<file path="src/rtl/core/tidw_pkg.sv">
// package for the tomasulo issue, dispatch and write-back block: sizes, codes and types
package tidw_pkg;

  localparam int ADD_STATIONS = 3;
  localparam int MUL_STATIONS = 2;
  localparam int TOTAL_STATIONS = ADD_STATIONS + MUL_STATIONS;
  localparam int NUM_REGS = 5;

  localparam logic [1:0] OP_ADD = 2'd0;
  localparam logic [1:0] OP_SUB = 2'd1;
  localparam logic [1:0] OP_MUL = 2'd2;
  localparam logic [1:0] OP_DIV = 2'd3;

  localparam logic [1:0] REG_ADD_LAT = 2'd0;
  localparam logic [1:0] REG_MUL_LAT = 2'd1;
  localparam logic [1:0] REG_DIV_LAT = 2'd2;

  typedef struct packed {
    logic        busy;
    logic [1:0]  op;
    logic [31:0] opa;
    logic [31:0] opb;
    logic        rdya;
    logic        rdyb;
    logic [2:0]  waita;
    logic [2:0]  waitb;
    logic [2:0]  dest;
  } station_t;

  typedef struct packed {
    logic        full;
    logic [7:0]  count;
    logic [2:0]  station;
    logic [31:0] value;
  } unit_t;

  typedef enum logic [6:0] {
    ST_IDLE  = 7'b0000001,
    ST_WB    = 7'b0000010,
    ST_DISP  = 7'b0000100,
    ST_MUL   = 7'b0001000,
    ST_DIV   = 7'b0010000,
    ST_ISSUE = 7'b0100000,
    ST_DONE  = 7'b1000000
  } state_t;

endpackage

</file>
<file path="src/rtl/core/tomasulo_issue_dispatch_writeback.sv">
// top level of the tomasulo issue, dispatch and write-back block
// One transaction is one machine tick. busy stays high from the write-back state through the
// done state; done pulses in the cycle after, so a new tick may start while done is high; a
// dispatched divide adds ST_DIV, since the quotient comes from a shared one-bit-per-cycle
// restoring divider, and a dispatched multiply adds ST_MUL for its registered product.
// Results stay on the write-back outputs until the next tick starts and cannot be held off.
module tomasulo_issue_dispatch_writeback (
  input  logic        clk,
  input  logic        rst,
  input  logic        start,
  output logic        busy,
  output logic        done,
  input  logic        inst_valid,
  input  logic [1:0]  op,
  input  logic [2:0]  dest_reg,
  input  logic [2:0]  src1_reg,
  input  logic [2:0]  src2_reg,
  input  logic        use_imm,
  input  logic [3:0]  immediate,
  output logic        issued,
  output logic        add_wb_valid,
  output logic [2:0]  add_wb_reg,
  output logic signed [31:0] add_wb_value,
  output logic        mul_wb_valid,
  output logic [2:0]  mul_wb_reg,
  output logic signed [31:0] mul_wb_value,
  output logic        all_idle,
  input  logic        psel,
  input  logic        penable,
  input  logic        pwrite,
  input  logic [3:0]  paddr,
  input  logic [31:0] pwdata,
  output logic [31:0] prdata,
  output logic        pready
);

  localparam int NS = tidw_pkg::TOTAL_STATIONS;
  localparam int NR = tidw_pkg::NUM_REGS;
  localparam int AS = tidw_pkg::ADD_STATIONS;

  tidw_pkg::state_t state;
  tidw_pkg::station_t stn [NS];
  tidw_pkg::unit_t unt [2];
  logic [31:0] reg_values [NR+1];
  logic [2:0]  reg_alias [NR+1];
  logic [7:0] add_latency, mul_latency, div_latency;

  logic       t_valid, t_imm;
  logic [1:0] t_op;
  logic [2:0] t_dst, t_s1, t_s2;
  logic [3:0] t_immv;

  logic [31:0] prod;
  logic        dsel;
  logic [31:0] dqa, dqb, drem, dquo;
  logic        dneg;
  logic [5:0]  dcnt;

  logic [1:0] pa;
  assign pa = paddr[3:2];
  assign pready = 1'b1;
  assign busy = (state != tidw_pkg::ST_IDLE);

  always_comb begin
    unique case (pa)
      tidw_pkg::REG_ADD_LAT: prdata = {24'd0, add_latency};
      tidw_pkg::REG_MUL_LAT: prdata = {24'd0, mul_latency};
      tidw_pkg::REG_DIV_LAT: prdata = {24'd0, div_latency};
      default: prdata = 32'd0;
    endcase
  end

  // dispatch selection, one class per cycle in ST_DISP (dsel picks class)
  logic       dfound;
  logic [2:0] dpick;
  always_comb begin
    dfound = 1'b0;
    dpick = 3'd0;
    for (int i = NS - 1; i >= 0; i--) begin
      if ((dsel ? (i >= AS) : (i < AS)) && stn[i].busy && stn[i].rdya && stn[i].rdyb) begin
        dfound = 1'b1;
        dpick = 3'(i);
      end
    end
  end

  // issue selection
  logic       ifound;
  logic [2:0] ipick;
  logic       icls;
  assign icls = t_op[1];
  always_comb begin
    ifound = 1'b0;
    ipick = 3'd0;
    for (int i = NS - 1; i >= 0; i--) begin
      if ((icls ? (i >= AS) : (i < AS)) && !stn[i].busy) begin
        ifound = 1'b1;
        ipick = 3'(i);
      end
    end
  end

  logic any_busy;
  always_comb begin
    any_busy = 1'b0;
    for (int i = 0; i < NS; i++) any_busy = any_busy | stn[i].busy;
  end

  logic wbu;
  logic [31:0] s1v, s2v;
  logic [2:0] s1w, s2w;
  logic s1r, s2r;
  always_comb begin
    if (t_s1 == 3'd0 || t_s1 > 3'(NR)) begin
      s1v = 32'd0; s1r = 1'b1; s1w = 3'd0;
    end else if (reg_alias[t_s1] != 3'd0) begin
      s1v = 32'd0; s1r = 1'b0; s1w = reg_alias[t_s1];
    end else begin
      s1v = reg_values[t_s1]; s1r = 1'b1; s1w = 3'd0;
    end
    if (t_imm) begin
      s2v = {28'd0, t_immv}; s2r = 1'b1; s2w = 3'd0;
    end else if (t_s2 == 3'd0 || t_s2 > 3'(NR)) begin
      s2v = 32'd0; s2r = 1'b1; s2w = 3'd0;
    end else if (reg_alias[t_s2] != 3'd0) begin
      s2v = 32'd0; s2r = 1'b0; s2w = reg_alias[t_s2];
    end else begin
      s2v = reg_values[t_s2]; s2r = 1'b1; s2w = 3'd0;
    end
  end

  logic [32:0] dtrial;
  assign dtrial = {drem, dqa[31]} - {1'b0, dqb};

  always_ff @(posedge clk) begin
    if (rst) begin
      done <= 1'b0;
      state <= tidw_pkg::ST_IDLE;
      add_latency <= 8'd1;
      mul_latency <= 8'd9;
      div_latency <= 8'd39;
      for (int k = 0; k <= NR; k++) begin
        reg_values[k] <= (k == 0) ? 32'd0 : 32'(2 * (k - 1));
        reg_alias[k] <= 3'd0;
      end
      for (int i = 0; i < NS; i++) stn[i] <= '0;
      unt[0] <= '0;
      unt[1] <= '0;
      wbu <= 1'b0;
      dsel <= 1'b0;
      dcnt <= 6'd0;
    end else begin
      done <= (state == tidw_pkg::ST_DONE);
      if (psel && penable && pwrite) begin
        unique case (pa)
          tidw_pkg::REG_ADD_LAT: add_latency <= pwdata[7:0];
          tidw_pkg::REG_MUL_LAT: mul_latency <= pwdata[7:0];
          tidw_pkg::REG_DIV_LAT: div_latency <= pwdata[7:0];
          default: ;
        endcase
      end
      unique case (state)
        tidw_pkg::ST_IDLE: begin
          if (start) begin
            t_valid <= inst_valid; t_op <= op; t_dst <= dest_reg;
            t_s1 <= src1_reg; t_s2 <= src2_reg; t_imm <= use_imm; t_immv <= immediate;
            wbu <= 1'b0;
            add_wb_valid <= 1'b0; add_wb_reg <= 3'd0; add_wb_value <= 32'sd0;
            mul_wb_valid <= 1'b0; mul_wb_reg <= 3'd0; mul_wb_value <= 32'sd0;
            state <= tidw_pkg::ST_WB;
          end
        end
        tidw_pkg::ST_WB: begin
          // one unit per cycle, add then mul
          if (unt[wbu].full && unt[wbu].count != 8'd0) begin
            unt[wbu].count <= unt[wbu].count - 8'd1;
          end else if (unt[wbu].full) begin
            for (int k = 1; k <= NR; k++) begin
              if (reg_alias[k] == unt[wbu].station + 3'd1) begin
                reg_alias[k] <= 3'd0;
                reg_values[k] <= unt[wbu].value;
              end
            end
            for (int i = 0; i < NS; i++) begin
              if (3'(i) == unt[wbu].station) stn[i] <= '0;
              else if (stn[i].busy) begin
                if (stn[i].waita == unt[wbu].station + 3'd1) begin
                  stn[i].opa <= unt[wbu].value; stn[i].rdya <= 1'b1; stn[i].waita <= 3'd0;
                end
                if (stn[i].waitb == unt[wbu].station + 3'd1) begin
                  stn[i].opb <= unt[wbu].value; stn[i].rdyb <= 1'b1; stn[i].waitb <= 3'd0;
                end
              end
            end
            if (wbu) begin
              mul_wb_valid <= 1'b1;
              mul_wb_reg <= stn[unt[1].station].dest;
              mul_wb_value <= unt[1].value;
            end else begin
              add_wb_valid <= 1'b1;
              add_wb_reg <= stn[unt[0].station].dest;
              add_wb_value <= unt[0].value;
            end
            unt[wbu] <= '0;
          end
          wbu <= ~wbu;
          if (wbu) begin
            dsel <= 1'b0;
            state <= tidw_pkg::ST_DISP;
          end
        end
        tidw_pkg::ST_DISP: begin
          dsel <= ~dsel;
          if (!unt[dsel].full && dfound) begin
            unt[dsel].full <= 1'b1;
            unt[dsel].station <= dpick;
            unique case (stn[dpick].op)
              tidw_pkg::OP_ADD: begin
                unt[dsel].value <= stn[dpick].opa + stn[dpick].opb;
                unt[dsel].count <= add_latency;
                if (dsel) state <= tidw_pkg::ST_ISSUE;
              end
              tidw_pkg::OP_SUB: begin
                unt[dsel].value <= stn[dpick].opa - stn[dpick].opb;
                unt[dsel].count <= add_latency;
                if (dsel) state <= tidw_pkg::ST_ISSUE;
              end
              tidw_pkg::OP_MUL: begin
                prod <= stn[dpick].opa * stn[dpick].opb;
                unt[dsel].count <= mul_latency;
                state <= tidw_pkg::ST_MUL;
              end
              default: begin
                unt[dsel].count <= div_latency;
                dqa <= stn[dpick].opa[31] ? 32'd0 - stn[dpick].opa : stn[dpick].opa;
                dqb <= stn[dpick].opb[31] ? 32'd0 - stn[dpick].opb : stn[dpick].opb;
                dneg <= stn[dpick].opa[31] ^ stn[dpick].opb[31];
                drem <= 32'd0;
                dquo <= 32'd0;
                dcnt <= 6'd0;
                state <= tidw_pkg::ST_DIV;
              end
            endcase
          end else if (dsel) begin
            state <= tidw_pkg::ST_ISSUE;
          end
        end
        tidw_pkg::ST_MUL: begin
          unt[1].value <= prod;
          state <= tidw_pkg::ST_ISSUE;
        end
        tidw_pkg::ST_DIV: begin
          if (dcnt == 6'd32) begin
            if (dqb == 32'd0) unt[1].value <= 32'hFFFF_FFFF;
            else unt[1].value <= dneg ? 32'd0 - dquo : dquo;
            state <= tidw_pkg::ST_ISSUE;
          end else begin
            if (!dtrial[32]) begin
              drem <= dtrial[31:0];
              dquo <= {dquo[30:0], 1'b1};
            end else begin
              drem <= {drem[30:0], dqa[31]};
              dquo <= {dquo[30:0], 1'b0};
            end
            dqa <= {dqa[30:0], 1'b0};
            dcnt <= dcnt + 6'd1;
          end
        end
        tidw_pkg::ST_ISSUE: begin
          issued <= t_valid && ifound;
          if (t_valid && ifound) begin
            stn[ipick].busy <= 1'b1;
            stn[ipick].op <= t_op;
            stn[ipick].opa <= s1v; stn[ipick].rdya <= s1r; stn[ipick].waita <= s1w;
            stn[ipick].opb <= s2v; stn[ipick].rdyb <= s2r; stn[ipick].waitb <= s2w;
            if (t_dst != 3'd0 && t_dst <= 3'(NR)) begin
              stn[ipick].dest <= t_dst;
              reg_alias[t_dst] <= ipick + 3'd1;
            end else begin
              stn[ipick].dest <= 3'd0;
            end
          end
          state <= tidw_pkg::ST_DONE;
        end
        tidw_pkg::ST_DONE: begin
          all_idle <= ~any_busy;
          state <= tidw_pkg::ST_IDLE;
        end
        default: state <= tidw_pkg::ST_IDLE;
      endcase
    end
  end

  a_done_from_done_state: assert property (@(posedge clk) disable iff (rst)
    done |-> $past(state) == tidw_pkg::ST_DONE) else $error("done without finishing tick");
  a_start_goes_busy: assert property (@(posedge clk) disable iff (rst)
    (start && !busy) |=> busy) else $error("tick not started");
  a_div_bounded: assert property (@(posedge clk) disable iff (rst)
    state == tidw_pkg::ST_DIV |-> dcnt <= 6'd32) else $error("divider overrun");

endmodule
</file>
<file path="config.mk">
export PLATFORM = sky130hd
export DESIGN_NAME = tomasulo_issue_dispatch_writeback
export DESIGN_NICKNAME = d
export VERILOG_FILES = /design/src/rtl/core/tidw_pkg.sv /design/src/rtl/core/tomasulo_issue_dispatch_writeback.sv
export SDC_FILE = /design/constraint.sdc
export NUM_CORES = 2
export LEC_CHECK = 0
export ABC_AREA = 1
export BUFFER_PORTS_ARGS = -buffer_cell sky130_fd_sc_hd__buf_2
export CORE_AREA = 2 2 386 388
export DETAILED_ROUTE_END_ITERATION = 8
export DIE_AREA = 0 0 388 390
export GPL_TIMING_DRIVEN = 1
export PLACE_DENSITY = 0.66
export SETUP_SLACK_MARGIN = 0.05
export SYNTH_ARGS = -nofsm -noshare
export SYNTH_HDL_FRONTEND = slang
export SYNTH_SLANG_ARGS = --single-unit
</file>
<file path="constraint.sdc">
create_clock -name clk -period 10.15 [get_ports clk]
set_input_delay 2.03 -clock clk [delete_from_list [all_inputs] [get_ports clk]]
set_output_delay 2.03 -clock clk [all_outputs]
set_load 0.01 [all_outputs]
</file>
# Word-level counts from Yosys, hierarchy flattened
# Memories as Yosys holds them, arrays and structs flattened. A register that Yosys moved wholly into a read port is not among the register bits.
# Index checks and enable logic that the tools add are counted.
# word_totals
reg_bits	292
input_bits	59
memories	4
ram_bits	688
out_inout_bits	109
# classes
muxes	372
reduce_logical	68
n_bitwise	64
mul	1
n_eq_ne	41
order_cmp	3
n_addsub	10
# memory_table
memory	depth	width	rd	rd_clocked_by_memory_dff	wr	line_no	rtl
stn	5	78	8	0	5	tomasulo_issue_dispatch_writeback.sv:42	tidw_pkg::station_t stn [NS];
reg_values	6	32	2	2	6	tomasulo_issue_dispatch_writeback.sv:44	logic [31:0] reg_values [NR+1];
unt	2	44	4	2	2	tomasulo_issue_dispatch_writeback.sv:43	tidw_pkg::unit_t unt [2];
reg_alias	6	3	7	2	6	tomasulo_issue_dispatch_writeback.sv:45	logic [2:0] reg_alias [NR+1];
# ops
op	n
$mux W32	41
$mux W78	6
$pmux W32 S2	5
$mux W1	247
$mux W3	46
$sub A1 B32 Y32 const A	3
$mux W44	2
$reduce_or A44 Y1	2
$reduce_or A78 Y1	1
$or A1 B1 Y1	58
$eq A3 B3 Y1	15
$pmux W7 S6	1
$mux W8	5
$mux W7	5
$sub A33 B32 Y33	1
$add A32 B32 Y32	1
$logic_not A32 Y1	1
$mul A32 B32 Y32	1
$sub A32 B32 Y32	1
$mux W31	1
$logic_and A1 B1 Y1	26
$pmux W8 S3	1
$mux W6	3
$ne A2 B2 Y1 const B	9
other kinds (40)	77

# Longest topological paths before layout
# An unclocked memory read counts as a cell.
# logic_depth
depth_word	21
mapped_depth	46

# Least setup slack after synthesis
# Ideal clock, no wire load.
# synth_timing
path_kind	reg2reg
from	mem stn[1][77] (netlist name)
to	reg prod[27] (data pin)
n_path_buf	4
path_stages_with_launch	36
setup_time_ns	0.265
t_arrival_ns	7.555
path_slack_ns	2.330
cell_sequence	edfxtp_1 > inv_2 > nor2_4 > nand2_4 > nand2_1 > nor2_4 > buf_2 > buf_2 > nand2_1 > nand2_1 > nand2_1 > nand2_1 > clkbuf_1 > clkbuf_1 > nand2_1 > fa_1 > inv_1 > fa_1 > fa_1 > inv_1 > fa_1 > inv_1 > fa_1 > inv_1 > fa_1 > inv_1 > fa_1 > fa_1 > ha_1 > a21oi_1 > o21ai_0 > a21oi_1 > o21ai_0 > a21oi_1 > o21ai_0 > xor2_1
# synth_lines
element	line_no	rtl
start, declared	tomasulo_issue_dispatch_writeback.sv:42	
end signal, assigned	tomasulo_issue_dispatch_writeback.sv:229	prod <= stn[dpick].opa * stn[dpick].opb;
end, declared	tomasulo_issue_dispatch_writeback.sv:53	logic [31:0] prod;

==> flow_metrics.py <==
metrics = {
    "floorplanning": {
        "num_io_pins": 168,
        "num_rows": 141,
        "coreArea_um2": 147000,
        "initial_core_util_pct": 49.7,
        "die_y_um": 390,
        "dieWidth_um": 388,
        "fp.dieArea_um2": 151000,
    },
    "setup_path": {
        "rr_worst_depth": 35,
        "r2r_end": "prod[31]",
        "critPathMostFrequentCell": "fa_1",
        "worst-setup-path-type": "register to register",
        "cp_max_fo": 65,
        "cp_slowest_stage_delay_ns": 0.62,
        "crit_arrival_ns": 10.23,
        "timing.rr.start": "stn[1][77]",
        "start_kind": "register",
        "end_kind": "register",
        "reg2reg_slack_ns": 0.46,
        "crit_slowest_cell": "clkinv_1",
        "required_ns": 10.68,
    },
    "timing": {
        "worst_slew_pin_slew_ns": 1.24,
        "fin_crit_ns": 9.69,
        "hold_viol_final": 0,
        "holdWs_ns": 0.466,
        "fin_setup_tns_ns": 0,
        "slew_headroom_pct": 17.1,
        "max_freq_ghz": 0.103,
        "skew_ns": 0.0797,
        "final_max_slew_viol_count": 0,
        "finalCritPeriodShare_pct": 95.5,
        "finalSetupViolCount": 0,
        "rsz0062_at_grt": "false",
    },
    "clock_tree": {
        "numClockSinks": 1093,
        "root_buffer": "clkbuf_16",
        "clk_pin_slew_ns": 0.06,
        "tritoncts": "built",
        "post_cts_resized": 0,
        "cts_max_path_buffers": 3,
        "clkLatencyLatePin_ns": 0.78,
        "postCtsSetupRepairBufs": 0,
        "cts_buffers": 113,
        "ctsHoldBuffers": 0,
        "h-tree-depth": 3,
    },
    "drt": {
        "dr.pass1.iters": 6,
        "vias_per_cell": 5.82,
        "post_drt_wl_per_cell_um": 23.5,
        "drt_iter0_markers": 7461,
        "totalWireLength_um": 246000,
        "ant_nets": 0,
        "drc": 0,
        "dr_total_vias": 60858,
    },
    "global_routing": {
        "antenna_found_initial": 2,
        "first_global_vias": 59259,
        "gr-total-overflow": 0,
        "track_usage_pct": 32.1,
        "grt_max_degree": 109,
        "grt_first_pass_wirelength_um": 365000,
    },
    "yosys": {
        "synth-seq-cells": 1093,
        "synth_edf_count": 1045,
        "ys_seq_area_share_pct": 44.2,
        "yosys_warnings": 0,
        "syn_inst": 8296,
        "synth.area.top_cells": "edfxtp_1 (43%), fa_1 (11%), nand2_1 (7.8%)",
        "syn_avg_cell_area_um2": 8.82,
        "netlist.top_cell.by_area": "edfxtp_1",
        "ys_async_sr_fraction_pct": 0,
        "synth.distinct_cells": 72,
        "synth.cell_area_um2": 73200,
        "synth_top_area_share_pct": 42.9,
        "synthFlopType": "edfxtp_1",
    },
    "placed_design": {
        "io_buffers": 116,
        "post-dp-hpwl_um": 174000,
        "routabilityCongestion": 1.02,
        "dpl.cell_count": 10249,
    },
    "final_layout": {
        "area_delta_synth_final_pct": 9.65,
        "top_regs": "stn: 521 flops, reg_values: 160 flops, unt: 88 flops",
        "drive_above_1_share_pct": 7.54,
        "largest-register": "stn",
        "fin_nets": 9103,
        "fin_cells": 10463,
        "layout_commonest_cell": "nand2_1",
        "largest_register_ffs": 521,
        "final_cell_mix": "nand2_1 (1517), inv_1 (1192), edfxtp_1 (1045)",
    },
    "worst_hold_path": {
        "hold_class": "register to register",
        "hold_depth": 2,
        "hp-start": "t_s2[0]",
    },
    "pwr": {
        "power_density_nw_per_um2": 195,
        "p_leak_nw": 35.0,
        "worst_ir_drop_vdd_v": 0.000343,
    },
    "flow_run": {
        "max_cap_viol_count": 0,
    },
    "run_status": {
        "status": "finished, final reports clean",
    },
}
cells in the mapped netlist (5+ instances only):
| cell | n |
|---|---|
| a211oi_1 | 14 |
| a21boi_0 | 5 |
| a21o_1 | 5 |
| a21oi_1 | 437 |
| a221oi_1 | 7 |
| a31oi_1 | 39 |
| buf_1 | 42 |
| buf_2 | 84 |
| buf_4 | 41 |
| buf_6 | 14 |
| clkbuf_1 | 301 |
| clkinv_1 | 10 |
| dfxtp_1 | 48 |
| edfxtp_1 | 1045 |
| fa_1 | 410 |
| ha_1 | 200 |
| inv_1 | 1194 |
| inv_2 | 32 |
| nand2_1 | 1524 |
| nand2_2 | 14 |
| nand3_1 | 408 |
| nand3b_1 | 45 |
| nand4_1 | 32 |
| nor2_1 | 1026 |
| nor2_2 | 7 |
| nor2_4 | 7 |
| nor3_1 | 48 |
| nor3_2 | 9 |
| nor3b_1 | 6 |
| nor4_1 | 18 |
| nor4_2 | 6 |
| o211ai_1 | 94 |
| o21a_1 | 14 |
| o21ai_0 | 542 |
| o21ai_1 | 34 |
| o21ai_2 | 11 |
| o221ai_1 | 9 |
| o22ai_1 | 263 |
| o31ai_1 | 10 |
| or2_2 | 12 |
| xnor2_1 | 53 |
| xor2_1 | 123 |
logic make-up (layout without fill, tap and decap cells):
logic type / Yosys count / count (layout) / share of synthesized area [%]
other cells: 2 / 171 / 0.0103
mux: 4 / 4 / 0.0547
xor+xnor: 176 / 176 / 2.11
compound gates: 1512 / 1512 / 11.6
flops: 1093 / 1093 / 44.2
fa+ha+maj: 610 / 610 / 14.6
simple gates: 3177 / 3177 / 18.0
buf+inv: 1722 / 1790 / 9.34
report_power, final:
part	internal [mW]	total (mW)	switching, mW	leakage (nW)
combinational	2.16	6.18	4.02	22.4
clock	2.23	4.08	1.85	1.75
sequential	5.31	5.37	0.0625	10.8
total	9.70	15.6	5.93	35.0
routing by layer:
metal  routed length (um)  global-route usage, %  share of wire, %
met3                25100                   6.28                10
met2               114000                   52.0                46
met1                94400                   41.7                38
met4                12900                   15.3               5.2
met5                    9                      0            0.0037
layout make-up:
| cell class | count | area (um2) |
|---|---|---|
| Antenna cell | 2 | 5.00 |
| Clock buffer | 144 | 3010 |
| Clock inverter | 68 | 568 |
| Fill cell | 13400 | 66900 |
| Inverter | 1239 | 4660 |
| Multi-Input combinational cell | 5648 | 34800 |
| Sequential cell | 1093 | 32300 |
| Tap cell | 1930 | 2410 |
| Timing Repair Buffer | 339 | 2440 |
critical path, delay by kind of cell (launching register included):
family                     cells  cell delay, ns
DFF                            1            0.51
and+or+nand+nor               14            1.89
adders and majority gates      9            4.30
buffers and inverters          8            1.56
AOI/OAI and AO/OA              4            1.11
through the flow:
step | utilization (%) | worst slack, ns | instance area [um2] | total power, mW
after detailed placement | 52.1 | 0.719 | 76600 | 11.5
final | 54.5 | 0.455 | 80200 | 15.6
after floorplan | - | 2.33 | 73800 | 9.29
after global routing | 54.5 | 0.131 | 80200 | 16.4
after CTS | 54.5 | 0.561 | 80200 | 15.5
after global placement | 52.1 | 0.699 | 76600 | 11.4
worst max-delay path by stage:
stage	startpoint	endpoint	slack, ns	cells past startpoint
after floorplan	stn[1][77]	prod[27]	2.33	35
after global placement	stn[1][77]	prod[31]	0.70	34
after detailed placement	stn[1][77]	prod[31]	0.72	34
after CTS	stn[1][77]	prod[31]	0.56	34
after global routing	dsel	prod[31]	0.13	32
final	stn[1][77]	prod[31]	0.46	35
Power figures use the tool's default switching activity.
